### src/hw/rtl/radio_tuner_control_sequencer_unit_defines.svh
// assertion macros for the tuner control sequencer
// no dependencies; included by files that hold concurrent assertions
`ifndef RADIO_TUNER_CONTROL_SEQUENCER_UNIT_DEFINES_SVH
`define RADIO_TUNER_CONTROL_SEQUENCER_UNIT_DEFINES_SVH

// same-cycle implication, disabled during reset
`define RTCS_ASSERT_NOW(lbl, clk, rst_n, ante, cons, msg) \
  lbl: assert property (@(posedge clk) disable iff (!(rst_n)) (ante) |-> (cons)) \
    else $error(msg);

// next-cycle implication, disabled during reset
`define RTCS_ASSERT_NEXT(lbl, clk, rst_n, ante, cons, msg) \
  lbl: assert property (@(posedge clk) disable iff (!(rst_n)) (ante) |=> (cons)) \
    else $error(msg);

`endif

### src/hw/rtl/rtcs_pkg.sv
// types, constants and helper functions of the tuner control sequencer
// no dependencies
package rtcs_pkg;

  typedef enum logic [2:0] {
    OP_FREQ   = 3'd0,
    OP_VOLUME = 3'd1,
    OP_MUTE   = 3'd2,
    OP_QUERY  = 3'd3,
    OP_SAMPLE = 3'd4
  } op_e;

  typedef enum logic [1:0] {
    KIND_BYTE = 2'd0,
    KIND_BIT  = 2'd1,
    KIND_SIG  = 2'd2
  } kind_e;

  typedef enum logic [2:0] {
    WAIT_NONE  = 3'd0,
    WAIT_100MS = 3'd1,
    WAIT_200MS = 3'd2,
    WAIT_10MS  = 3'd3,
    WAIT_1MS   = 3'd4
  } wait_e;

  // which result beat the controller asks for
  typedef enum logic [3:0] {
    RES_BIT,
    RES_ZERO,
    RES_C8,
    RES_C0,
    RES_UP,
    RES_DOWN,
    RES_F8,
    RES_SIG,
    RES_E8
  } res_e;

  typedef enum logic [4:0] {
    ST_IDLE,
    ST_CODE,
    ST_BITS,
    ST_FZ,
    ST_FC8,
    ST_VCHK,
    ST_VM0,
    ST_VM1,
    ST_VSTEP,
    ST_VREL,
    ST_VU0,
    ST_VU1,
    ST_MU0,
    ST_MU1,
    ST_QRY,
    ST_SREP,
    ST_SE8
  } state_e;

  localparam logic [10:0] FreqMin    = 11'd1408;
  localparam logic [10:0] FreqMax    = 11'd1728;
  // x/5 as (x*3277)>>14, exact for x below 4096
  localparam logic [11:0] Div5Mul    = 12'd3277;
  localparam int          Div5Shift  = 14;
  localparam logic [15:0] CodeOfs    = 16'(32'h0F6C - 40 * 88);
  localparam logic [7:0]  TrailByte  = 8'hA0;
  localparam int          BitCount   = 24;
  localparam logic [7:0]  TunedByte  = 8'hFD;
  localparam logic [7:0]  ByteZero   = 8'h00;
  localparam logic [7:0]  ByteC8     = 8'hC8;
  localparam logic [7:0]  ByteC0     = 8'hC0;
  localparam logic [7:0]  ByteUp     = 8'h88;
  localparam logic [7:0]  ByteDown   = 8'h48;
  localparam logic [7:0]  ByteQuery  = 8'hF8;
  localparam logic [7:0]  ByteSample = 8'hE8;
  localparam int          VolDiv     = 6554;
  localparam int          MaxLevel   = 9;

  typedef struct packed {
    logic  load;
    logic  code_load;
    logic  commit;
    logic  clear_level;
    logic  emit;
    res_e  res;
    wait_e wait_c;
    logic  last;
  } cmd_t;

  typedef struct packed {
    logic       slot_free;
    logic       bit_end;
    logic       lvl_eq;
    logic       new_zero;
    logic       cur_eq;
    logic       cur_up;
    logic       old_zero;
    logic [3:0] level;
  } status_t;

  // raw volume to level by threshold compares, all independent
  function automatic logic [3:0] vol_level(input logic [15:0] v);
    logic [3:0] l;
    l = '0;
    for (int k = 1; k <= MaxLevel; k++) begin
      if ({1'b0, v} >= 17'(k * VolDiv)) l = 4'(k);
    end
    return l;
  endfunction

endpackage

### src/hw/rtl/rtcs_in_if.sv
// input channel of the tuner control sequencer: valid/ready plus command fields
// no dependencies
interface rtcs_in_if;
  logic        valid;
  logic        ready;
  logic [2:0]  op;
  logic [10:0] frequency;
  logic [15:0] volume;
  logic [7:0]  sample;

  modport source (output valid, op, frequency, volume, sample, input ready);
  modport sink (input valid, op, frequency, volume, sample, output ready);
endinterface

### src/hw/rtl/rtcs_out_if.sv
// output channel of the tuner control sequencer: valid/ready plus result fields
// no dependencies
interface rtcs_out_if;
  logic       valid;
  logic       ready;
  logic [1:0] kind;
  logic [7:0] byte_value;
  logic       bit_value;
  logic       tuned;
  logic [2:0] wait_code;
  logic       last;

  modport source (output valid, kind, byte_value, bit_value, tuned, wait_code, last,
                  input ready);
  modport sink (input valid, kind, byte_value, bit_value, tuned, wait_code, last,
                output ready);
endinterface

### src/hw/rtl/rtcs_ctrl.sv
// controller state machine of the tuner control sequencer
// depends on rtcs_pkg
module rtcs_ctrl
  import rtcs_pkg::*;
(
  input  logic       clk_i,
  input  logic       rst_ni,
  input  logic       in_valid_i,
  input  logic [2:0] in_op_i,
  output logic       in_ready_o,
  input  status_t    status_i,
  output cmd_t       cmd_o,
  output state_e     state_o
);

  state_e state_q, state_d;

  always_ff @(posedge clk_i or negedge rst_ni) begin
    if (!rst_ni) begin
      state_q <= ST_IDLE;
    end else begin
      state_q <= state_d;
    end
  end

  assign state_o = state_q;

  always_comb begin
    logic fire;
    fire       = status_i.slot_free;
    state_d    = state_q;
    in_ready_o = 1'b0;
    cmd_o      = '0;
    cmd_o.res    = RES_ZERO;
    cmd_o.wait_c = WAIT_NONE;
    case (state_q)
      ST_IDLE: begin
        in_ready_o = 1'b1;
        if (in_valid_i) begin
          cmd_o.load = 1'b1;
          case (in_op_i)
            OP_FREQ:   state_d = ST_CODE;
            OP_VOLUME: state_d = ST_VCHK;
            OP_MUTE: begin
              cmd_o.clear_level = 1'b1;
              state_d = ST_MU0;
            end
            OP_QUERY:  state_d = ST_QRY;
            OP_SAMPLE: state_d = ST_SREP;
            default:   state_d = ST_IDLE;
          endcase
        end
      end
      ST_CODE: begin
        cmd_o.code_load = 1'b1;
        state_d = ST_BITS;
      end
      ST_BITS: begin
        cmd_o.emit   = fire;
        cmd_o.res    = RES_BIT;
        cmd_o.wait_c = status_i.bit_end ? WAIT_1MS : WAIT_NONE;
        if (fire && status_i.bit_end) state_d = ST_FZ;
      end
      ST_FZ: begin
        cmd_o.emit = fire;
        if (fire) state_d = ST_FC8;
      end
      ST_FC8: begin
        cmd_o.emit = fire;
        cmd_o.res  = RES_C8;
        cmd_o.last = 1'b1;
        if (fire) state_d = ST_IDLE;
      end
      ST_VCHK: begin
        cmd_o.commit = 1'b1;
        if (status_i.lvl_eq) state_d = ST_IDLE;
        else if (status_i.new_zero) state_d = ST_VM0;
        else state_d = ST_VSTEP;
      end
      ST_VM0: begin
        cmd_o.emit = fire;
        if (fire) state_d = ST_VM1;
      end
      ST_VM1: begin
        cmd_o.emit = fire;
        cmd_o.res  = RES_C0;
        if (fire) state_d = ST_VSTEP;
      end
      ST_VSTEP: begin
        cmd_o.emit   = fire;
        cmd_o.res    = status_i.cur_up ? RES_UP : RES_DOWN;
        cmd_o.wait_c = WAIT_100MS;
        if (fire) state_d = ST_VREL;
      end
      ST_VREL: begin
        cmd_o.emit = fire;
        cmd_o.res  = RES_C8;
        cmd_o.last = status_i.cur_eq && !status_i.old_zero;
        if (fire) begin
          if (!status_i.cur_eq) state_d = ST_VSTEP;
          else if (status_i.old_zero) state_d = ST_VU0;
          else state_d = ST_IDLE;
        end
      end
      ST_VU0: begin
        cmd_o.emit = fire;
        if (fire) state_d = ST_VU1;
      end
      ST_VU1: begin
        cmd_o.emit = fire;
        cmd_o.res  = RES_C8;
        cmd_o.last = 1'b1;
        if (fire) state_d = ST_IDLE;
      end
      ST_MU0: begin
        cmd_o.emit = fire;
        if (fire) state_d = ST_MU1;
      end
      ST_MU1: begin
        cmd_o.emit = fire;
        cmd_o.res  = RES_C0;
        cmd_o.last = 1'b1;
        if (fire) state_d = ST_IDLE;
      end
      ST_QRY: begin
        cmd_o.emit   = fire;
        cmd_o.res    = RES_F8;
        cmd_o.wait_c = WAIT_200MS;
        cmd_o.last   = 1'b1;
        if (fire) state_d = ST_IDLE;
      end
      ST_SREP: begin
        // report beat, the 0xe8 write follows
        cmd_o.emit   = fire;
        cmd_o.res    = RES_SIG;
        cmd_o.wait_c = WAIT_10MS;
        if (fire) state_d = ST_SE8;
      end
      ST_SE8: begin
        cmd_o.emit = fire;
        cmd_o.res  = RES_E8;
        cmd_o.last = 1'b1;
        if (fire) state_d = ST_IDLE;
      end
      default: state_d = ST_IDLE;
    endcase
  end

endmodule

### src/hw/rtl/rtcs_dp.sv
// datapath of the tuner control sequencer: code math, level tracking, output register
// depends on rtcs_pkg
module rtcs_dp
  import rtcs_pkg::*;
(
  input  logic        clk_i,
  input  logic        rst_ni,
  input  logic [10:0] in_frequency_i,
  input  logic [15:0] in_volume_i,
  input  logic [7:0]  in_sample_i,
  input  cmd_t        cmd_i,
  output status_t     status_o,
  output logic        out_valid_o,
  input  logic        out_ready_i,
  output logic [1:0]  out_kind_o,
  output logic [7:0]  out_byte_value_o,
  output logic        out_bit_value_o,
  output logic        out_tuned_o,
  output logic [2:0]  out_wait_code_o,
  output logic        out_last_o
);

  localparam int CntW = $clog2(BitCount);

  logic [10:0]          freq_q;
  logic [3:0]           newl_q;
  logic                 tuned_q;
  logic [3:0]           level_q;
  logic [3:0]           cur_q;
  logic                 old_zero_q;
  logic [BitCount-1:0]  shreg_q;
  logic [CntW-1:0]      cnt_q;

  logic                 out_valid_q;
  kind_e                kind_q;
  logic [7:0]           byte_q;
  logic                 bit_q;
  logic                 tuned_out_q;
  wait_e                wait_q;
  logic                 last_q;

  logic [10:0] freq_clamped;
  logic [11:0] dbl;
  logic [23:0] prod;
  logic [15:0] code;

  always_comb begin
    freq_clamped = in_frequency_i;
    if (freq_clamped < FreqMin) freq_clamped = FreqMin;
    if (freq_clamped > FreqMax) freq_clamped = FreqMax;
  end

  // f*2/5 by reciprocal multiply, from the registered frequency
  assign dbl  = {freq_q, 1'b0};
  assign prod = dbl * Div5Mul;
  assign code = 16'(prod[23:Div5Shift]) + CodeOfs;

  always_ff @(posedge clk_i) begin
    if (cmd_i.load) begin
      freq_q  <= freq_clamped;
      newl_q  <= vol_level(in_volume_i);
      tuned_q <= (in_sample_i == TunedByte);
    end
    if (cmd_i.code_load) begin
      shreg_q <= {TrailByte, code};
    end else if (cmd_i.emit && cmd_i.res == RES_BIT) begin
      shreg_q <= {1'b0, shreg_q[BitCount-1:1]};
    end
    if (cmd_i.commit) begin
      cur_q      <= level_q;
      old_zero_q <= (level_q == 4'd0);
    end else if (cmd_i.emit && cmd_i.res == RES_UP) begin
      cur_q <= cur_q + 4'd1;
    end else if (cmd_i.emit && cmd_i.res == RES_DOWN) begin
      cur_q <= cur_q - 4'd1;
    end
  end

  always_ff @(posedge clk_i or negedge rst_ni) begin
    if (!rst_ni) begin
      level_q    <= '0;
      cnt_q      <= '0;
    end else begin
      if (cmd_i.clear_level) level_q <= '0;
      else if (cmd_i.commit) level_q <= newl_q;
      if (cmd_i.code_load) cnt_q <= '0;
      else if (cmd_i.emit && cmd_i.res == RES_BIT) cnt_q <= cnt_q + CntW'(1);
    end
  end

  // output register
  always_ff @(posedge clk_i or negedge rst_ni) begin
    if (!rst_ni) begin
      out_valid_q <= 1'b0;
    end else if (cmd_i.emit) begin
      out_valid_q <= 1'b1;
    end else if (out_ready_i) begin
      out_valid_q <= 1'b0;
    end
  end

  always_ff @(posedge clk_i) begin
    if (cmd_i.emit) begin
      wait_q      <= cmd_i.wait_c;
      last_q      <= cmd_i.last;
      kind_q      <= KIND_BYTE;
      byte_q      <= ByteZero;
      bit_q       <= 1'b0;
      tuned_out_q <= 1'b0;
      case (cmd_i.res)
        RES_BIT: begin
          kind_q <= KIND_BIT;
          bit_q  <= shreg_q[0];
        end
        RES_ZERO: byte_q <= ByteZero;
        RES_C8:   byte_q <= ByteC8;
        RES_C0:   byte_q <= ByteC0;
        RES_UP:   byte_q <= ByteUp;
        RES_DOWN: byte_q <= ByteDown;
        RES_F8:   byte_q <= ByteQuery;
        RES_SIG: begin
          kind_q      <= KIND_SIG;
          tuned_out_q <= tuned_q;
        end
        RES_E8:   byte_q <= ByteSample;
        default:  byte_q <= ByteZero;
      endcase
    end
  end

  assign out_valid_o      = out_valid_q;
  assign out_kind_o       = kind_q;
  assign out_byte_value_o = byte_q;
  assign out_bit_value_o  = bit_q;
  assign out_tuned_o      = tuned_out_q;
  assign out_wait_code_o  = wait_q;
  assign out_last_o       = last_q;

  always_comb begin
    status_o.slot_free = !out_valid_q || out_ready_i;
    status_o.bit_end   = (cnt_q == CntW'(BitCount - 1));
    status_o.lvl_eq    = (newl_q == level_q);
    status_o.new_zero  = (newl_q == 4'd0);
    status_o.cur_eq    = (cur_q == newl_q);
    status_o.cur_up    = (cur_q < newl_q);
    status_o.old_zero  = old_zero_q;
    status_o.level     = level_q;
  end

endmodule

### src/hw/rtl/radio_tuner_control_sequencer_unit.sv
// top level of the tuner control sequencer: controller plus datapath
// depends on rtcs_pkg, rtcs_in_if, rtcs_out_if, rtcs_ctrl, rtcs_dp and the defines header
//
//   channel  dir  beat contents
//   in_i     in   op, frequency, volume, sample (one command)
//   out_o    out  kind, byte_value, bit_value, tuned, wait_code, last (one result)
//
// one command at a time: in_i.ready is high only while the controller is idle
// set frequency: accept and code-load states, then 26 beats
// set volume: accept and check states, then 0 to 20 beats
// mute, query, sample: accept state, then 2, 1 and 2 beats
// beats leave through a single output register; a stalled sink holds the controller
// reset clears the controller, the output valid and the stored level (card muted)
`include "radio_tuner_control_sequencer_unit_defines.svh"

module radio_tuner_control_sequencer_unit
  import rtcs_pkg::*;
(
  input  logic       clk_i,
  input  logic       rst_ni,
  rtcs_in_if.sink    in_i,
  rtcs_out_if.source out_o
);

  cmd_t    cmd;
  status_t status;
  state_e  state;

  // sequencing of each command
  rtcs_ctrl u_ctrl (
    .clk_i      (clk_i),
    .rst_ni     (rst_ni),
    .in_valid_i (in_i.valid),
    .in_op_i    (in_i.op),
    .in_ready_o (in_i.ready),
    .status_i   (status),
    .cmd_o      (cmd),
    .state_o    (state)
  );

  // arithmetic, level tracking and the output register
  rtcs_dp u_dp (
    .clk_i            (clk_i),
    .rst_ni           (rst_ni),
    .in_frequency_i   (in_i.frequency),
    .in_volume_i      (in_i.volume),
    .in_sample_i      (in_i.sample),
    .cmd_i            (cmd),
    .status_o         (status),
    .out_valid_o      (out_o.valid),
    .out_ready_i      (out_o.ready),
    .out_kind_o       (out_o.kind),
    .out_byte_value_o (out_o.byte_value),
    .out_bit_value_o  (out_o.bit_value),
    .out_tuned_o      (out_o.tuned),
    .out_wait_code_o  (out_o.wait_code),
    .out_last_o       (out_o.last)
  );

  // a beat is only produced when the output register can take it
  `RTCS_ASSERT_NOW(a_emit_slot, clk_i, rst_ni, cmd.emit, !out_o.valid || out_o.ready,
                   "beat emitted into an occupied output register")

  // the final beat of a command returns the controller to idle
  `RTCS_ASSERT_NEXT(a_last_idle, clk_i, rst_ni, cmd.emit && cmd.last, state == ST_IDLE,
                    "controller busy after the final beat")

  // the stored level never leaves the range a 16-bit volume can reach
  `RTCS_ASSERT_NOW(a_level_range, clk_i, rst_ni, 1'b1, status.level <= 4'(MaxLevel),
                   "volume level out of range")

endmodule

### src/flat_wrapper.sv
// flat-port wrapper written by rule: the top's interface ports become plain ports
module radio_tuner_control_sequencer_unit_flat import rtcs_pkg::*;
  (clk_i, rst_ni, in_i_valid, in_i_op, in_i_frequency, in_i_volume, in_i_sample, in_i_ready, out_o_valid, out_o_kind, out_o_byte_value, out_o_bit_value, out_o_tuned, out_o_wait_code, out_o_last, out_o_ready);
  rtcs_in_if in_i_i ();
  rtcs_out_if out_o_i ();
  input  logic clk_i;
  input  logic rst_ni;
  input wire logic [$bits(in_i_i.valid)-1:0] in_i_valid;
  input wire logic [$bits(in_i_i.op)-1:0] in_i_op;
  input wire logic [$bits(in_i_i.frequency)-1:0] in_i_frequency;
  input wire logic [$bits(in_i_i.volume)-1:0] in_i_volume;
  input wire logic [$bits(in_i_i.sample)-1:0] in_i_sample;
  output wire logic [$bits(in_i_i.ready)-1:0] in_i_ready;
  output wire logic [$bits(out_o_i.valid)-1:0] out_o_valid;
  output wire logic [$bits(out_o_i.kind)-1:0] out_o_kind;
  output wire logic [$bits(out_o_i.byte_value)-1:0] out_o_byte_value;
  output wire logic [$bits(out_o_i.bit_value)-1:0] out_o_bit_value;
  output wire logic [$bits(out_o_i.tuned)-1:0] out_o_tuned;
  output wire logic [$bits(out_o_i.wait_code)-1:0] out_o_wait_code;
  output wire logic [$bits(out_o_i.last)-1:0] out_o_last;
  input wire logic [$bits(out_o_i.ready)-1:0] out_o_ready;
  assign in_i_i.valid = in_i_valid;
  assign in_i_i.op = in_i_op;
  assign in_i_i.frequency = in_i_frequency;
  assign in_i_i.volume = in_i_volume;
  assign in_i_i.sample = in_i_sample;
  assign in_i_ready = in_i_i.ready;
  assign out_o_valid = out_o_i.valid;
  assign out_o_kind = out_o_i.kind;
  assign out_o_byte_value = out_o_i.byte_value;
  assign out_o_bit_value = out_o_i.bit_value;
  assign out_o_tuned = out_o_i.tuned;
  assign out_o_wait_code = out_o_i.wait_code;
  assign out_o_last = out_o_i.last;
  assign out_o_i.ready = out_o_ready;
  radio_tuner_control_sequencer_unit u_core (.clk_i(clk_i), .rst_ni(rst_ni), .in_i(in_i_i), .out_o(out_o_i));
endmodule
### config.mk
export PLATFORM = sky130hd
export DESIGN_NAME = radio_tuner_control_sequencer_unit_flat
export DESIGN_NICKNAME = d
export VERILOG_FILES = /design/src/hw/rtl/rtcs_pkg.sv /design/src/hw/rtl/rtcs_in_if.sv /design/src/hw/rtl/rtcs_out_if.sv /design/src/hw/rtl/rtcs_ctrl.sv /design/src/hw/rtl/rtcs_dp.sv /design/src/hw/rtl/radio_tuner_control_sequencer_unit.sv /design/src/flat_wrapper.sv
export VERILOG_INCLUDE_DIRS = /design/src /design/src/hw/rtl
export SDC_FILE = /design/constraint.sdc
export NUM_CORES = 1
export LEC_CHECK = 0
export ABC_AREA = 1
export BUFFER_PORTS_ARGS = -buffer_cell sky130_fd_sc_hd__buf_2
export CORE_MARGIN = 1
export CORE_UTILIZATION = 45
export DETAILED_ROUTE_END_ITERATION = 10
export HOLD_SLACK_MARGIN = 0.06
export PLACE_DENSITY = 0.65
export SLEW_MARGIN = 20
export SYNTH_ARGS = -nofsm -noshare
export SYNTH_HDL_FRONTEND = slang
export SYNTH_HIERARCHICAL = 1
export SYNTH_SLANG_ARGS = --single-unit
export TNS_END_PERCENT = 20
### constraint.sdc
create_clock -name clk_i -period 4.63 [get_ports clk_i]
set_input_delay 0.6945 -clock clk_i [delete_from_list [all_inputs] [get_ports clk_i]]
set_output_delay 0.6945 -clock clk_i [all_outputs]
set_load 0.01 [all_outputs]
After elaboration in Yosys (flattened, before gate mapping). Index checks and enable logic that the tools add are counted.

Flip-flop bits (word level): 76. Bits of input ports: 42.

Mux-type cells: 53. Order comparisons: 12. Reductions and logical operators: 23. $add $sub $neg: 4. Eq/ne operators: 42. Multipliers: 1.

Operator list (number): $ge 16x16->1 const B (5); $mux 5 (14); $pmux 5 s13 (1); $mux 4 (14); $pmux 8 s6 (1); $eq 5x4->1 const B (8); $ge 16x15->1 const B (2); $mux 16 (2); $pmux 4 s7 (1); $mul 11x12->23 const B (1); $eq 5x3->1 const B (4); $ne 2x2->1 const B (10); $pmux 4 s5 (1); $eq 4x3->1 const B (4); $ge 16x13->1 const B (1); $ge 16x14->1 const B (1); $mux 1 (14); $reduce_or 14->1 (1); $logic_not 4->1 (3); $pmux 3 s4 (1); $add 10x9->11 const B (1); $gt 11x11->1 const B (1); $lt 11x11->1 const B (1); $mux 11 (1); other kinds (29) (42).

Depth between registers and ports, before layout. Gate-level depths: netlist of run 1.

Depth after elaboration: 9. Gate-level depth with buffers: 29. Mapped depth without buffers: 29.

Cells and area by module. Netlist of run 1, hierarchy kept.

By module, submodules not included: rtcs_dp (cells an instance 756, instances 1, area an instance 6090.8 sq um); rtcs_ctrl (cells an instance 158, instances 1, area an instance 853.3 sq um).

Worst setup path after synthesis of run 1. Ideal clock, no wire load.

Kind: register to register. Start point: register u_core.u_dp.freq_q[9]. End point: register u_core.u_dp.shreg_q[8] (data pin). Path slack: -143 ps. Buffers on the path: 0. Arrival time: 4520 ps. Cell stages (with the launch flop): 27. Library setup time: 252 ps. Path through: edfxtp_1 inv_1 ha_1 inv_1 fa_1 fa_1 inv_1 fa_1 fa_1 inv_1 ha_1 nand2_1 nor2_1 inv_1 nor2_1 nand2_1 nand2_1 nand2_1 and2_1 ha_1 nand3b_1 nand2_2 nand2_2 nand3_2 nand2_1 nand2_1 nand2_1.

Cells in the longest elaborated chain, start to end: 3.

Ends and longest elaborated chain: start: declaration (line rtcs_dp.sv:25) `logic [10:0] freq_q;`; start signal: assignment (line rtcs_dp.sv:60) `freq_q <= freq_clamped;`; $mul 11x12->23 (line rtcs_dp.sv:55) `assign prod = dbl * Div5Mul;`; $add 10x9->11 (line rtcs_dp.sv:56) `assign code = 16'(prod[23:Div5Shift]) + CodeOfs;`; $mux 16 (line rtcs_dp.sv:64) `if (cmd_i.code_load) begin`; end signal: assignment (line rtcs_dp.sv:65) `shreg_q <= {TrailByte, code};`; end signal: assignment (line rtcs_dp.sv:67) `shreg_q <= {1'b0, shreg_q[BitCount-1:1]};`; end: declaration (line rtcs_dp.sv:31) `logic [BitCount-1:0] shreg_q;`.

Every way passes these cells. A chain may end at the register's enable or synchronous reset.

Worst setup path after layout of run 1. Same ends and word-level chain as after synthesis.

==> impl_metrics.env, run 1 <==
export IMPL_synth_top_family_by_area="simple AND/OR/NAND/NOR gates"
export IMPL_vias=6025
export IMPL_fin_crit_sh_pct=103.2
export IMPL_grt_max_degree=30
export IMPL_synth_edff_count=50
export IMPL_clk_latency_ns=0.35
export IMPL_avgSynthCellArea_um2=7.598
export IMPL_finalSetupViolations=6
export IMPL_place_congestion=0.9120
export IMPL_synth_compound_area_share_pct=8.919
export IMPL_synth_xor_area_share_pct=1.135
export IMPL_ctsLongestPathBuffers=2
export IMPL_maxSlewHeadroom_pct=48.18
export IMPL_final_cell_mix="207 x nand2_1, 174 x inv_1, 88 x nor2_1"
export IMPL_firstDrtPassIters=7
export IMPL_crit_arrival_ns=4.88
export IMPL_synth_seq_area_share_pct=29.33
export IMPL_coreArea_um2=15150
export IMPL_die_area_um2=15930
export IMPL_track_usage_pct=19.92
export IMPL_syn_to_final_growth_pct=19.89
export IMPL_yosys_register_bits=73
export IMPL_drv_slew=0
export IMPL_max_freq_mhz=209.3
export IMPL_reg2reg_depth=25
export IMPL_overflow=0
export IMPL_drt_drc_violations_left=0
export IMPL_cts_max_level=3
export IMPL_wl_per_cell_um=12.19
export IMPL_syn_area_um2=6944
export IMPL_drive_gt1_share_pct=20.17
export IMPL_synthMuxAreaShare_pct=0
export IMPL_cp_top_family="adder cells"
export IMPL_io_pins=60
export IMPL_grt_pass1_vias=5661
export IMPL_fin_crit_ns=4.779
export IMPL_crit_top_cell="nand2_1"
export IMPL_path_buf_inv=3
export IMPL_crit_type="flop to flop"
export IMPL_vias_per_cell=4.943
export IMPL_cts_sinks=73
export IMPL_antenna_found_initial=0
export IMPL_cpPeakStageDelay_ns=0.61
export IMPL_synthArstFlopShare_pct=20.55
export IMPL_drtIter0Drc=276
export IMPL_tightest_slew_ns=0.7764
export IMPL_critical_path_startpoint_type="flop"
export IMPL_worst_path_max_delay_cell="fa_1"
export IMPL_cp_max_fo=4
export IMPL_antenna_cells=0
export IMPL_pre_cts_ws_ns=-0.2529
export IMPL_cp_startpoint="u_core/u_dp/freq_q[9]"
export IMPL_crit_required_ns=4.73
export IMPL_row_count=45
export IMPL_cts_tree="built"
export IMPL_status="complete, but fails checks"
export IMPL_ys_warn_count=6
export IMPL_maxCapViolCount=0
export IMPL_netlist_instances=914
export IMPL_root_buffer="clkbuf_16"
export IMPL_grt_pass1_wl_um=25490
export IMPL_endpoint_kind="flop"
export IMPL_skew_ns=0.01018
export IMPL_wl_um=14860
export IMPL_initial_core_util_pct=45.85
export IMPL_nNetsFinal=1173
export IMPL_synthDistinctLibCells=51
export IMPL_yosys_area_share_simple_pct=26.79
export IMPL_cp_depth=25
export IMPL_die_h_um=126.2
export IMPL_fin_ws_ns=-0.1489
export IMPL_antenna_left=0
export IMPL_dp_hpwl_um=12130
export IMPL_synthFlopType="edfxtp_1"
export IMPL_hold_viol=0
export IMPL_cts_made_buffers=9
export IMPL_r2r_start="u_core/u_dp/freq_q[9]"
export IMPL_die_w_um=126.2
export IMPL_min_path_type="input pin to asynchronous set/reset pin"
export IMPL_synth_adder_area_share_pct=22.38
export IMPL_clk_pin_slew_ns=0.06
export IMPL_rsz0062_at_grt="yes"
export IMPL_violations="setup timing"
export IMPL_portBuffers=55
export IMPL_final_common_cell="nand2_1"
state kept, by name, summed over array words and instances (netlist names):
name                          flops
u_core/u_dp/out_kind_o            2
u_core/u_ctrl/state_o             5
u_core/u_dp/out_tuned_o           1
u_core/u_dp/cnt_q                 5
u_core/u_dp/out_wait_code_o       3
u_core/u_dp/shreg_q              24
u_core/u_dp/out_bit_value_o       1
u_core/u_dp/freq_q               11
u_core/u_dp/out_byte_value_o      5
u_core/u_dp/level_q               4
u_core/u_dp/tuned_q               1
u_core/u_dp/old_zero_q            1
u_core/u_dp/newl_q                4
u_core/u_dp/cur_q                 4
u_core/u_dp/out_valid_o           1
u_core/u_dp/out_last_o            1
what timing repair did:
item,in CTS,in global routing
resized for setup,5,19
hold buffers,0,0
pin swaps,3,16
setup endpoints to repair,7,8
cloned,0,0
setup buffers,2,2
kinds of logic after synthesis:
group	count (synthesis)
buf+inv	199
compound gates	108
flops	73
simple gates	418
xor+xnor	9
fa+ha+maj	105
other cells	2
final timing paths:
path | slack (ns) | end
max | -0.15 | u_core/u_dp/shreg_q[8]
min | 0.27 | u_core/u_dp/cnt_q[1]
max reg2reg | -0.15 | u_core/u_dp/shreg_q[8]
min reg2reg | 0.45 | u_core/u_dp/shreg_q[23]
max in group asynchronous | 4.08 | u_core/u_dp/cnt_q[4]
min in group clk_i | 0.45 | u_core/u_dp/shreg_q[23]
stage by stage:
step	hold slack, ns	cell area, um2	util (%)	instances	TNS [ns]
detailed placement	0.4329	7895	52.13	1199	-0.8311
floorplan	0.3989	7079	-	916	0
global route	0.2818	8325	54.97	1219	-1.942
finish	0.2669	8325	54.97	1219	-0.4535
CTS	0.2725	8235	54.37	1217	-0.4406
global placement	0.4326	7895	52.13	1199	-0.3598
area by class of cell:
type                    instances  area [um2]
fillers                      1410        6820
multi-input cells             644        4355
flip-flops and latches         73        2037
inverters                     187       701.9
repair buffers                111       695.7
clock buffers                  10       250.2
well taps                     188       235.2
clock inverters                 6       50.05
per-layer routing:
layer  vias to the layer above  track usage [%]  wire length (um)
li1                       3171                -                 -
met1                      2711            25.74              7153
met2                       119            34.06              6953
met3                        24            3.314               457
met4                         0            6.166               295
met5                         -                0                 0
synthesized netlist by cell type, types with 2 or more instances:
| master | n | area share (%) |
|---|---|---|
| a211oi_1 | 2 | 0.22 |
| a21oi_1 | 32 | 2.3 |
| a31oi_1 | 5 | 0.45 |
| and2_1 | 2 | 0.18 |
| buf_2 | 3 | 0.22 |
| buf_4 | 5 | 0.54 |
| clkbuf_1 | 2 | 0.11 |
| conb_1 | 2 | 0.11 |
| dfrtp_1 | 15 | 5.4 |
| dfxtp_1 | 8 | 2.3 |
| edfxtp_1 | 50 | 22 |
| fa_1 | 32 | 9.2 |
| ha_1 | 73 | 13 |
| inv_1 | 179 | 9.7 |
| inv_2 | 8 | 0.43 |
| nand2_1 | 213 | 12 |
| nand2_2 | 16 | 1.4 |
| nand3_1 | 29 | 2.1 |
| nand3_2 | 6 | 0.86 |
| nand3b_1 | 5 | 0.54 |
| nand4_1 | 17 | 1.5 |
| nor2_1 | 90 | 4.9 |
| nor2_2 | 8 | 0.72 |
| nor2_4 | 3 | 0.49 |
| nor3_1 | 14 | 1.0 |
| nor4_1 | 9 | 0.81 |
| o211ai_1 | 6 | 0.65 |
| o21a_1 | 2 | 0.22 |
| o21ai_0 | 42 | 3.0 |
| o21ai_1 | 2 | 0.14 |
| o21bai_1 | 2 | 0.22 |
| o22ai_1 | 5 | 0.45 |
| o31ai_1 | 2 | 0.22 |
| xnor2_1 | 6 | 0.76 |
| xor2_1 | 3 | 0.38 |
Power of run 1 is left out: the tool's default activity adds up to more than one toggle a clock period on the data nets, which glitch-free logic cannot reach.
==> run 2: changes to the inputs <==
Settings changed: SKIP_LAST_GASP set to 1.
==> run 2 against run 1 <==
Compared with the run above: the run still ends with setup timing left; critical path depth is the same; cell count stayed put; count of clock-buffer cells in the layout unchanged; die area did not move; global-route usage stayed put; non-clock buffer count unchanged; utilization is 0.14 points lower.
==> impl_metrics.env, run 2 (synthesized netlist as in run 1, its figures left out) <==
export IMPL_status="complete, but fails checks"
export IMPL_violations="setup timing"
export IMPL_hold_ws_ns=0.2659
export IMPL_grt_pass1_vias=5661
export IMPL_pre_cts_ws_ns=-0.2529
export IMPL_dp_hpwl_um=12130
export IMPL_drtIter0Drc=302
export IMPL_antenna_cells=0
export IMPL_fin_crit_sh_pct=103.7
export IMPL_drt_drc_violations_left=0
export IMPL_vias=6043
export IMPL_regToRegSetupSlack_ns=-0.17
export IMPL_cts_made_buffers=9
export IMPL_endpoint_kind="flop"
export IMPL_grt_pass1_wl_um=25490
export IMPL_drive_gt1_share_pct=19.50
export IMPL_critical_path_startpoint_type="flop"
export IMPL_fin_ws_ns=-0.1705
export IMPL_cp_max_fo=4
export IMPL_io_pins=60
export IMPL_drv_slew=0
export IMPL_syn_to_final_growth_pct=19.59
export IMPL_die_w_um=126.2
export IMPL_final_common_cell="nand2_1"
export IMPL_maxSlewHeadroom_pct=48.07
export IMPL_nFillCells=1409
export IMPL_ctsLongestPathBuffers=2
export IMPL_row_count=45
export IMPL_firstDrtPassIters=7
export IMPL_min_path_type="input pin to asynchronous set/reset pin"
export IMPL_die_h_um=126.2
export IMPL_hold_viol=0
export IMPL_top_regs="u_core/u_dp/shreg_q x24, u_core/u_dp/freq_q x11"
export IMPL_fin_crit_ns=4.800
export IMPL_cts_hold_buf=0
export IMPL_clk_latency_ns=0.35
export IMPL_place_congestion=0.9120
export IMPL_largest_register="u_core/u_dp/shreg_q"
export IMPL_maxCapViolCount=0
export IMPL_finalSetupViolations=6
export IMPL_coreArea_um2=15150
export IMPL_crit_required_ns=4.73
export IMPL_wl_um=14840
export IMPL_skew_ns=0.01024
export IMPL_max_freq_mhz=208.3
export IMPL_grt_max_degree=30
export IMPL_track_usage_pct=19.92
export IMPL_crit_type="flop to flop"
export IMPL_cts_max_level=3
export IMPL_antenna_found_initial=0
export IMPL_root_buffer="clkbuf_16"
export IMPL_wl_per_cell_um=12.17
export IMPL_vias_per_cell=4.957
export IMPL_largest_reg_flops=24
export IMPL_crit_arrival_ns=4.90
export IMPL_nNetsFinal=1173
export IMPL_die_area_um2=15930
export IMPL_clk_pin_slew_ns=0.06
export IMPL_final_cell_mix="208 x nand2_1, 177 x inv_1, 89 x nor2_1"
export IMPL_rsz0062_at_grt="yes"
export IMPL_worst_path_max_delay_cell="fa_1"
export IMPL_cpPeakStageDelay_ns=0.61
export IMPL_antenna_left=0
export IMPL_initial_core_util_pct=45.85
export IMPL_cts_tree="built"
export IMPL_crit_top_cell="nand2_1"
export IMPL_overflow=0
export IMPL_cts_sinks=73
export IMPL_portBuffers=55
export IMPL_tightest_slew_ns=0.7782
## run 2: repair_timing
action                                  CTS  global route
endpoints found under the setup margin    7             8
gates cloned                              0             0
buffers inserted                          2             2
pin swaps                                 3            15
endpoints found under the hold margin     0             0
resized for setup                         4            12
## run 2: critical path: cells and delay by family, from the launching register on
family | cells | cell delay, ns
AOI/OAI and AO/OA | 1 | 0.17
DFF | 1 | 0.46
and+or+nand+nor | 14 | 1.04
buffers and inverters | 3 | 0.16
adders and majority gates | 7 | 2.75
## run 2: layout make-up
| cell class | instances | area, um2 | share of cell area [%] |
|---|---|---|---|
| Sequential cell | 73 | 2037 | 24.53 |
| Timing Repair Buffer | 111 | 695.7 | 8.377 |
| Tap cell | 188 | 235.2 | 2.833 |
| Multi-Input combinational cell | 644 | 4334 | 52.19 |
| Clock buffer | 10 | 250.2 | 3.013 |
| Clock inverter | 6 | 50.05 | 0.6027 |
| Inverter | 187 | 701.9 | 8.453 |
## run 2: worst paths after layout
| path | to | startpoint | cells past startpoint |
|---|---|---|---|
| max in group asynchronous | u_core/u_dp/level_q[1] | rst_ni | 1 |
| hold / removal | u_core/u_dp/cnt_q[1] | rst_ni | 1 |
| hold reg to reg | u_core/u_dp/shreg_q[23] | u_core/u_dp/shreg_q[23] | 2 |
| min in group clk_i | u_core/u_dp/shreg_q[23] | u_core/u_dp/shreg_q[23] | 2 |
| setup reg to reg | u_core/u_dp/shreg_q[8] | u_core/u_dp/freq_q[9] | 25 |
| setup / recovery | u_core/u_dp/shreg_q[8] | u_core/u_dp/freq_q[9] | 25 |
## run 2: per-layer routing
metal / global-route usage [%] / vias to the layer above / wire, um
li1: - / 3171 / -
met1: 25.74 / 2734 / 7104
met2: 34.06 / 116 / 7012
met3: 3.314 / 22 / 460
met4: 6.166 / 0 / 259
met5: 0 / - / 0
## run 2: stage by stage
step | setup TNS, ns | util [%] | instances | instance area [um2]
after floorplan | 0 | - | 916 | 7079
after global placement | -0.3598 | 52.13 | 1199 | 7895
after detailed placement | -0.8311 | 52.13 | 1199 | 7895
after CTS | -0.4955 | 54.37 | 1217 | 8235
after global routing | -2.136 | 54.83 | 1219 | 8304
final | -0.5501 | 54.83 | 1219 | 8304
Power of run 2 is left out for the same reason.
==> run 3: changes to the inputs <==
Settings changed: CORE_ASPECT_RATIO set to 0.7, PLACE_DENSITY 0.65 to not set, PLACE_DENSITY_LB_ADDON set to 0.08.
==> run 3 against run 2 <==
Compared with the run above: critical endpoint unchanged; die area hardly changed; critical path depth is 1 lower; largest cell class unchanged; the flow still finishes with violations (setup timing); routed wire length is 7.3% higher; register-to-register slack worse by 0.02 ns; fmax is 0.35% lower; worst setup slack worse by 0.017 ns; non-clock buffer count is 8 higher; sequential share of layout area is 0.21 points lower; via count is 0.22% higher; first-iteration DRC count is 20% higher; count of clock-buffer cells in the layout is 1 lower.
==> impl_metrics.env, run 3 (synthesized netlist as in run 1, its figures left out) <==
export IMPL_track_usage_pct=20.75
export IMPL_critical_path_startpoint_type="flop"
export IMPL_drtIter0Drc=363
export IMPL_hold_viol=0
export IMPL_crit_arrival_ns=4.91
export IMPL_maxSlewHeadroom_pct=46.12
export IMPL_max_freq_mhz=207.6
export IMPL_skew_ns=0.01202
export IMPL_final_cell_mix="208 x nand2_1, 173 x inv_1, 89 x nor2_1"
export IMPL_wl_um=15920
export IMPL_tightest_slew_ns=0.8073
export IMPL_drv_slew=0
export IMPL_clk_latency_ns=0.34
export IMPL_die_w_um=150.5
export IMPL_cpPeakStageDelay_ns=0.56
export IMPL_cp_max_fo=3
export IMPL_finalSetupViolations=7
export IMPL_die_area_um2=15940
export IMPL_grt_pass1_vias=5284
export IMPL_maxCapViolCount=0
export IMPL_finalCoreUtilization_pct=56.35
export IMPL_final_cell_area_um2=8374
export IMPL_place_congestion=0.8988
export IMPL_crit_required_ns=4.72
export IMPL_antenna_cells=0
export IMPL_endpoint_kind="flop"
export IMPL_worst_path_max_delay_cell="fa_1"
export IMPL_top_regs="u_core/u_dp/shreg_q x24, u_core/u_dp/freq_q x11"
export IMPL_fin_crit_sh_pct=104.0
export IMPL_largest_register="u_core/u_dp/shreg_q"
export IMPL_vias=6056
export IMPL_drt_drc_violations_left=0
export IMPL_nNetsFinal=1181
export IMPL_cp_top_family="adder cells"
export IMPL_portBuffers=55
export IMPL_cts_tree="built"
export IMPL_largest_reg_flops=24
export IMPL_final_common_cell="nand2_1"
export IMPL_drive_gt1_share_pct=20.60
export IMPL_syn_to_final_growth_pct=20.59
export IMPL_hold_ws_ns=0.2704
export IMPL_die_h_um=105.9
export IMPL_rsz0062_at_grt="yes"
export IMPL_dpl_cell_area_um2=7904
export IMPL_io_pins=60
export IMPL_cts_max_level=3
export IMPL_antenna_found_initial=1
export IMPL_violations="setup timing"
export IMPL_status="complete, but fails checks"
export IMPL_nFillCells=1420
export IMPL_min_path_type="input pin to asynchronous set/reset pin"
export IMPL_ctsLongestPathBuffers=2
export IMPL_cts_sinks=73
export IMPL_grt_pass1_wl_um=25680
export IMPL_clk_pin_slew_ns=0.07
export IMPL_cts_made_buffers=9
export IMPL_path_cells="inv_2 -> ha_4 -> inv_4 -> fa_2 -> fa_1 -> inv_2 -> fa_1 -> fa_1 -> inv_2 -> ha_4 -> nand2_4 -> nor2_4 -> buf_4 -> a21oi_2 -> nand3_1 -> and2_4 -> ha_4 -> nand3b_1 -> nand2_2 -> nand2_2 -> nand3_2 -> nand2_1 -> nand2_1 -> nand2_1"
export IMPL_antenna_left=0
export IMPL_crit_type="flop to flop"
export IMPL_coreArea_um2=14860
export IMPL_dp_hpwl_um=13140
export IMPL_root_buffer="clkbuf_16"
export IMPL_firstDrtPassIters=5
export IMPL_path_buf_inv=5
export IMPL_grt_max_degree=30
export IMPL_row_count=37
export IMPL_overflow=0
export IMPL_vias_per_cell=4.908
export IMPL_initial_core_util_pct=46.73
export IMPL_fin_crit_ns=4.817
export IMPL_pre_cts_ws_ns=-0.2530
export IMPL_fin_ws_ns=-0.1873
export IMPL_wl_per_cell_um=12.90
-- run 3: cell count changes in the layout (fill, tap and decap cells not counted), moves of 2 or more --
cell        previous run  this run
inv_1                177       173
ha_1                  61        59
ha_4                  11        14
buf_4                 56        64
clkinvlp_4             0         2
inv_2                 10        13
-- run 3: path summary, 6_finish.rpt --
kind	from	cells past startpoint	slack, ns	end
worst min register to register	u_core/u_dp/shreg_q[16]	2	0.46	u_core/u_dp/shreg_q[16]
max in group asynchronous	rst_ni	1	4.08	u_core/u_dp/level_q[2]
min in group clk_i	u_core/u_dp/shreg_q[16]	2	0.46	u_core/u_dp/shreg_q[16]
worst min-delay path	rst_ni	1	0.27	u_core/u_ctrl/state_o[4]
worst max-delay path	u_core/u_dp/freq_q[9]	24	-0.19	u_core/u_dp/shreg_q[8]
worst max register to register	u_core/u_dp/freq_q[9]	24	-0.19	u_core/u_dp/shreg_q[8]
-- run 3: routing by layer --
| layer | track usage, % | vias up | wire length [um] |
|---|---|---|---|
| met2 | 27.45 | 144 | 6105 |
| li1 | - | 3180 | - |
| met4 | 4.545 | 0 | 85 |
| met3 | 3.348 | 7 | 815 |
| met5 | 0 | - | 0 |
| met1 | 34.17 | 2725 | 8912 |
-- run 3: final cells by class --
cell class / instances / area [um2] / share of cell area (%)
Clock buffer: 9 / 225.2 / 2.689
Clock inverter: 7 / 58.81 / 0.7022
Inverter: 187 / 704.4 / 8.412
Multi-Input combinational cell: 644 / 4349 / 51.93
Sequential cell: 73 / 2037 / 24.32
Tap cell: 195 / 244.0 / 2.913
Timing Repair Buffer: 119 / 755.7 / 9.024
-- run 3: metrics by stage --
step	setup TNS (ns)	cells
floorplan	0	916
global placement	-0.8104	1206
detailed placement	-0.9472	1206
CTS	-0.5824	1227
global route	-2.380	1234
finish	-0.6953	1234
-- run 3: worst register-to-register path: cells and delay by family, from the launching register on --
family	cells	cell delay, ns
simple gates	11	0.94
flops	1	0.46
fa+ha+maj	7	2.68
compound gates	1	0.13
buf+inv	5	0.36
-- run 3: timing repair --
action,in CTS,in global routing
hold endpoints to repair,0,0
endpoints found under the setup margin,7,8
pin swaps,11,18
resized for setup,6,13
setup buffers,5,7
hold buffers,0,0
Power of run 3 is left out for the same reason.
